**src/hdl/frtm_pkg.sv**
```systemverilog
// ----------------------------------------------------------------------------
// frtm_pkg
// Shared constants and types of the frame rate and throughput meter.
// ----------------------------------------------------------------------------
`default_nettype none
package frtm_pkg;
  localparam int unsigned STORE_DEPTH_DEF = 64;
  localparam int unsigned MIN_KEPT_DEF    = 2;

  localparam logic [6:0]  MAX_ENTRIES_RST = 7'd50;
  localparam logic [39:0] MAX_SPAN_RST    = 40'd5000000000;

  // Rate scale factors
  localparam logic [39:0] FPS_SCALE  = 40'd100000000000;
  localparam logic [39:0] MBPS_SCALE = 40'd800000;
  localparam logic [31:0] RATE_MAX   = 32'hFFFF_FFFF;

  // Register indexes
  localparam logic [0:0] REG_MAX_ENTRIES = 1'b0;
  localparam logic [0:0] REG_MAX_SPAN    = 1'b1;

  localparam logic REQ_FRAME = 1'b0;
  localparam logic REQ_CLEAR = 1'b1;

  // Divider request and answer
  typedef struct packed {
    logic        start;
    logic [87:0] dividend;
    logic [62:0] divisor;
  } div_req_t;

  typedef struct packed {
    logic        done;
    logic [31:0] quot;
  } div_rsp_t;
endpackage
`default_nettype wire

```
**src/hdl/frtm_div.sv**
```systemverilog
// ----------------------------------------------------------------------------
// frtm_div
// Restoring divider, one quotient bit per cycle, saturating at 32 bits.
// ----------------------------------------------------------------------------
`default_nettype none
module frtm_div (
  input  wire logic              clk,
  input  wire logic              rst,
  input  wire frtm_pkg::div_req_t req,
  output frtm_pkg::div_rsp_t     rsp
);
  import frtm_pkg::*;

  localparam int unsigned NB = 88;

  logic [NB-1:0] num;
  logic [NB-1:0] quot;
  logic [63:0]   rem;
  logic [62:0]   den;
  logic [6:0]    cnt;
  logic          busy;
  logic          done;
  logic [31:0]   sat_quot;
  logic [63:0]   trial;
  logic [63:0]   shifted;

  always_comb begin
    shifted = {rem[62:0], num[NB-1]};
    trial   = shifted - {1'b0, den};
  end

  // Shift in one dividend bit and subtract where it fits
  always_ff @(posedge clk) begin
    if (rst) begin
      busy <= 1'b0;
      done <= 1'b0;
      cnt  <= '0;
    end else begin
      done <= 1'b0;
      if (req.start) begin
        busy <= 1'b1;
        num  <= req.dividend;
        den  <= req.divisor;
        rem  <= '0;
        quot <= '0;
        cnt  <= 7'(NB - 1);
      end else if (busy) begin
        num <= {num[NB-2:0], 1'b0};
        if (!trial[63]) begin
          rem  <= trial;
          quot <= {quot[NB-2:0], 1'b1};
        end else begin
          rem  <= shifted;
          quot <= {quot[NB-2:0], 1'b0};
        end
        if (cnt == '0) begin
          busy <= 1'b0;
          done <= 1'b1;
        end
        cnt <= cnt - 7'd1;
      end
    end
  end

  assign sat_quot = (quot[NB-1:32] != '0) ? RATE_MAX : quot[31:0];
  assign rsp      = {done, sat_quot};
endmodule
`default_nettype wire

```
**config.mk**
```make
export PLATFORM = sky130hd
export DESIGN_NAME = frtm_div
export DESIGN_NICKNAME = d
export VERILOG_FILES = /design/src/hdl/frtm_pkg.sv /design/src/hdl/frtm_div.sv
export SDC_FILE = /design/constraint.sdc
export NUM_CORES = 1
export LEC_CHECK = 0
export ABC_CLOCK_PERIOD_IN_PS = 25000
export BUFFER_PORTS_ARGS = -buffer_cell sky130_fd_sc_hd__buf_2
export CAP_MARGIN = 15
export CORE_ASPECT_RATIO = 0.7
export CORE_MARGIN = 2
export CORE_UTILIZATION = 50
export CTS_BUF_LIST = sky130_fd_sc_hd__clkbuf_2 sky130_fd_sc_hd__clkbuf_4 sky130_fd_sc_hd__clkbuf_8
export DETAILED_ROUTE_END_ITERATION = 6
export PLACE_DENSITY_LB_ADDON = 0.15
export SYNTH_ARGS = -nofsm -noshare
export SYNTH_HDL_FRONTEND = slang
export SYNTH_SLANG_ARGS = --single-unit
```
**constraint.sdc**
```tcl
create_clock -name clk -period 25 [get_ports clk]
set_input_delay 2.5 -clock clk [delete_from_list [all_inputs] [get_ports clk]]
set_output_delay 2.5 -clock clk [all_outputs]
set_load 0.02 [all_outputs]
```
# ---- Yosys cells after proc, flatten, opt, wreduce, memory -nomap -nowiden
# Index checks and enable logic that the tools add are counted.
dict set report word_totals {
  reg_bits 311
  latchBits 0
  ram_bits 0
  rom_bits 0
  inputBits 154
  output_inout_bits 33
  elab_cells 32
  memories 0
}
dict set report op_classes {
  add_sub_neg 2
  multipliers 0
  div_mod_pow 0
  magnitude_cmp 0
  n_eq_ne 0
  n_shift 0
  mux 13
  bitwise 2
  reduce_logical 7
}
# cell n
set ops {}
lappend ops {{two-way mux 88 bit} 3}
lappend ops {{two-way mux 63 bit} 2}
lappend ops {{subtractor 64 x 63 -> 64 bit} 1}
lappend ops {{nonzero test 56 bit} 1}
lappend ops {{two-way mux 32 bit} 1}
lappend ops {{two-way mux 7 bit} 2}
lappend ops {{zero test 7 bit} 1}
lappend ops {{subtractor 7 x 1 -> 7 bit, second input constant} 1}
lappend ops {{two-way mux 1 bit} 5}
lappend ops {{AND reduction 2 bit} 2}
lappend ops {{OR reduction 3 bit} 1}
lappend ops {{inverter 1 bit} 2}
lappend ops {{nonzero test 2 bit} 1}
lappend ops {{OR reduction 2 bit} 1}

# ---- Depth between registers and ports, before layout
dict set report depth {
  ltp_word 4
  depth_mapped 15
  mapped_depth_nobuf 14
}

# ---- Least setup slack after synthesis
# No wires, ideal clock.
dict set report synth_path {
  kind {input port to flip-flop}
  from {input req[151] in the netlist's numbering}
  to {register num[0], enable pin}
  setup_ps 842
  arrival_ps 13268
  required_time_ps 24158
  slack_ps 10889
  path_stages 5
  n_path_buf 3
  path_cell_list {clkbuf_1 > clkbuf_1 > clkbuf_1 > nor2_1 > nor2_1}
}
dict set report synth_via {
  elab_chain_len 2
}
# item line_no
set synth_rtl {}
lappend synth_rtl {{from (decl)} frtm_div.sv:9} ;# input wire frtm_pkg::div_req_t req,
lappend synth_rtl {{nonzero test 2 bit (no line)} --}
lappend synth_rtl {{AND reduction 2 bit (no line)} --}
lappend synth_rtl {{to (signal assigned)} frtm_div.sv:42} ;# num <= req.dividend;
lappend synth_rtl {{to (signal assigned)} frtm_div.sv:48} ;# num <= {num[NB-2:0], 1'b0};
lappend synth_rtl {{to (decl)} frtm_div.sv:16} ;# logic [NB-1:0] num;
# Every way passes these cells.
# A chain may end at the register's enable or synchronous reset.

==> run metrics <==
initial antenna violation count=4; Post-Layout Cell Count=2037; I/O pins=187; die width=221 microns; Max Slew Vio Count=0; Synth Area in Simple Gates=0.131; Core Rows=55; final hold slack=0.541 ns; Top FF cell, synth=edfxtp_1; Initial Utilization=0.509; worst slew pin tran=0.966 ns; Synth Register Bits=311; clock buffer depth=3; Placer Congestion=0.910; static leakage=7.29 nW; Period Utilization, post-route=0.201; hpwl dp=24000 microns; Hold WC Path Type=reg2reg; Post-synth EDFFs=302; M1 WL=17300 microns; Max-Cap Viols=0; Crit Reg-Reg Startpoint=rem[1]$_SDFFCE_PP0P_; layout cells sized above 1=0.237; largest family of logic cells by synthesized area=simple AND/OR/NAND/NOR gates; Num CTS Buffers=49; Avg WL per Cell=17.2 microns; WHS Path Cells=1; post-synthesis mux area share=0.0927; fmax=199 MHz; Post-DRT Antenna Nets=0; total number of vias=11132; Register Area=9250 sq um; placed insts=1945; H-tree Lvls=2; fin worst setup slack=19.97 ns; pre-CTS setup slack=19.75 ns; Global Route Usage Sum=0.199; post-synthesis cell type count=70; crit path time final=5.03 ns; Critical Path Fanout Max=32; post-CTS resize count=0; first-pass GRT wire length=55400 microns; XOR/XNOR share of the synthesized area=0.0323; CTS tree=built; # Post-CTS Setup Buffers=0; CP Capture Type=output pin; biggest area consumer among synthesized cells=edfxtp_1; Synth top area share=0.549; Avg Inst Size Synth=12.0 sq um; setup slack, reg-to-reg=21.14 ns; RSZ-0062 raised after global routing=false; met2 routed WL=15000 microns; synthesized netlist cell count=1381; vias in the first global route=10702; HP Start=num[32]$_DFFE_PP_; Critical Path Source Type=flip-flop; DR pass1 iterations=6; Synth Area in Compound Gates=0.0948; largest net degree at the start of global routing=90; DRC Markers=0; reg-to-reg critical path endpoint=rem[21]$_SDFFCE_PP0P_; Yosys warnings=0; Nets=1789; WP data arrival=2.53 ns; WS Path Type=reg2out; relative slew slack=0.356; worst skew pair latency=0.59 ns; port bufs=186; status=complete, no violations; CTS clk-pin slew, worst paths=0.06 ns; 1st-iter DRT viols=902; P&R area growth vs syn=13.2%; adder-cell share of the synthesized area=0.0505; CP required=22.50 ns; # fillers=2777; setup TNS=0 ns; Async S/R FF share, synth=0; main area contributors after synthesis=edfxtp_1, mux2_2, ha_1, nor2b_1, mux2i_1; Hold Vio Cnt, Final=0; total core area=32400 sq um; PwrDens=73.1 nW/um^2; Seq/Total Area, Yosys=0.560; Post-Syn Nets=1601; Min-Delay Endpoint=num[33]$_DFFE_PP_; Top Metal Used=met4; Setup Skew=0.0303 ns; vias per cell=5.46; worst vdd ir=0.0000444 V; total grt overflow=0; FF-to-FF path depth=12; hold_buf cts=0; Die Y-Extent=156 microns; Multi-input gate area=6650 sq um; routed wire length=35000 microns; Die ar.=34500 sq um; clk sinks=311; CTS root buf=clkbuf_8; final core occ=0.576; met3 WL=2110 microns; final setup fails=0; mapped cell area=16500 sq um
[layout by cell type, fill, tap and decap left out, types with 6 or more instances in the layout]
cell / n
a211oi_1: 6
a21o_1: 23
a21oi_1: 96
and2_1: 6
buf_2: 185
buf_4: 10
clkbuf_4: 16
clkbuf_8: 51
clkinv_1: 14
clkinv_2: 6
dfxtp_1: 9
edfxtp_1: 302
ha_1: 65
inv_1: 84
mux2_2: 87
mux2i_1: 55
nand2_1: 66
nand2b_1: 40
nand3_1: 17
nand4_1: 21
nor2_1: 108
nor2b_1: 93
nor3_1: 12
nor4_1: 22
o211ai_1: 7
o21a_1: 6
o21ai_0: 44
o21bai_1: 13
or3_1: 8
xnor2_1: 35
xor2_1: 24
[state kept, by name, indices dropped and copies added, names as in the netlist]
register / flops
quot: 88
num: 88
busy: 1
done: 1
den: 63
rem: 63
cnt: 7
[report_power, final]
group / internal [mW] / switching, mW / total, mW
Sequential: 0.626 / 0.0180 / 0.644
Combinational: 0.131 / 0.179 / 0.310
Clock: 0.210 / 0.202 / 0.412
[cell usage after synthesis, drive strengths merged (21+ instances only)]
master	n
o21ai	48
edfxtp	302
xnor2	36
nand4	21
nand2	66
clkbuf	48
nor2b	93
ha	65
nand2b	40
mux2i	55
a21o	23
mux2	87
nor4	23
xor2	24
nor2	111
a21oi	97
inv	84
[through the flow]
stage               power (mW)  area (sq um)
finish                    1.37         18700
detailed placement       0.960         17800
floorplan                0.905         16500
global route              1.44         18700
CTS                       1.38         18700
global placement         0.955         17800
[worst max-delay path: stages, from the launching register on]
cell and delay (ns):
edfxtp_1 0.38, nor4_1 0.42, nand4_1 0.18, nor4_2 0.34, buf_4 0.36, nand2b_1 0.10, buf_2 0.17
[worst max-delay path by stage]
stage | from | end | cells after the start
after global routing | quot[43]$_SDFFCE_PP0P_ | rsp[20] | 6
final | quot[43]$_SDFFCE_PP0P_ | rsp[9] | 6
after CTS | quot[43]$_SDFFCE_PP0P_ | rsp[9] | 6
after detailed placement | req[151] | quot[25]$_SDFFCE_PP0P_ | 5
after floorplan | req[151] | num[0]$_SDFFCE_PN0P_ | 5
after global placement | req[151] | quot[22]$_SDFFCE_PP0P_ | 5
[area by class of cell]
type                            count  share of cell area
Clock inverter                     22             0.00549
Inverter                           84              0.0169
Sequential cell                   311               0.495
Tap cell                          427              0.0286
Multi-Input combinational cell    927               0.356
Timing Repair Buffer              196              0.0543
Antenna cell                        4            0.000536
Clock buffer                       66              0.0433
[cells by family after synthesis]
logic type               after synthesis
AO/OA/AOI/OAI                        243
multiplexers                         142
AND/OR/NAND/NOR                      416
adder cells (fa/ha/maj)               66
flip-flops                           311
XOR/XNOR                              60
buffers and inverters                143
[layer usage]
metal,vias to the layer above,track usage
li1,5443,-
met1,5355,0.297
met2,278,0.290
met3,56,0.0443
met4,0,0.0562
met5,-,0
Note: power is estimated with default switching activity, not from simulation.
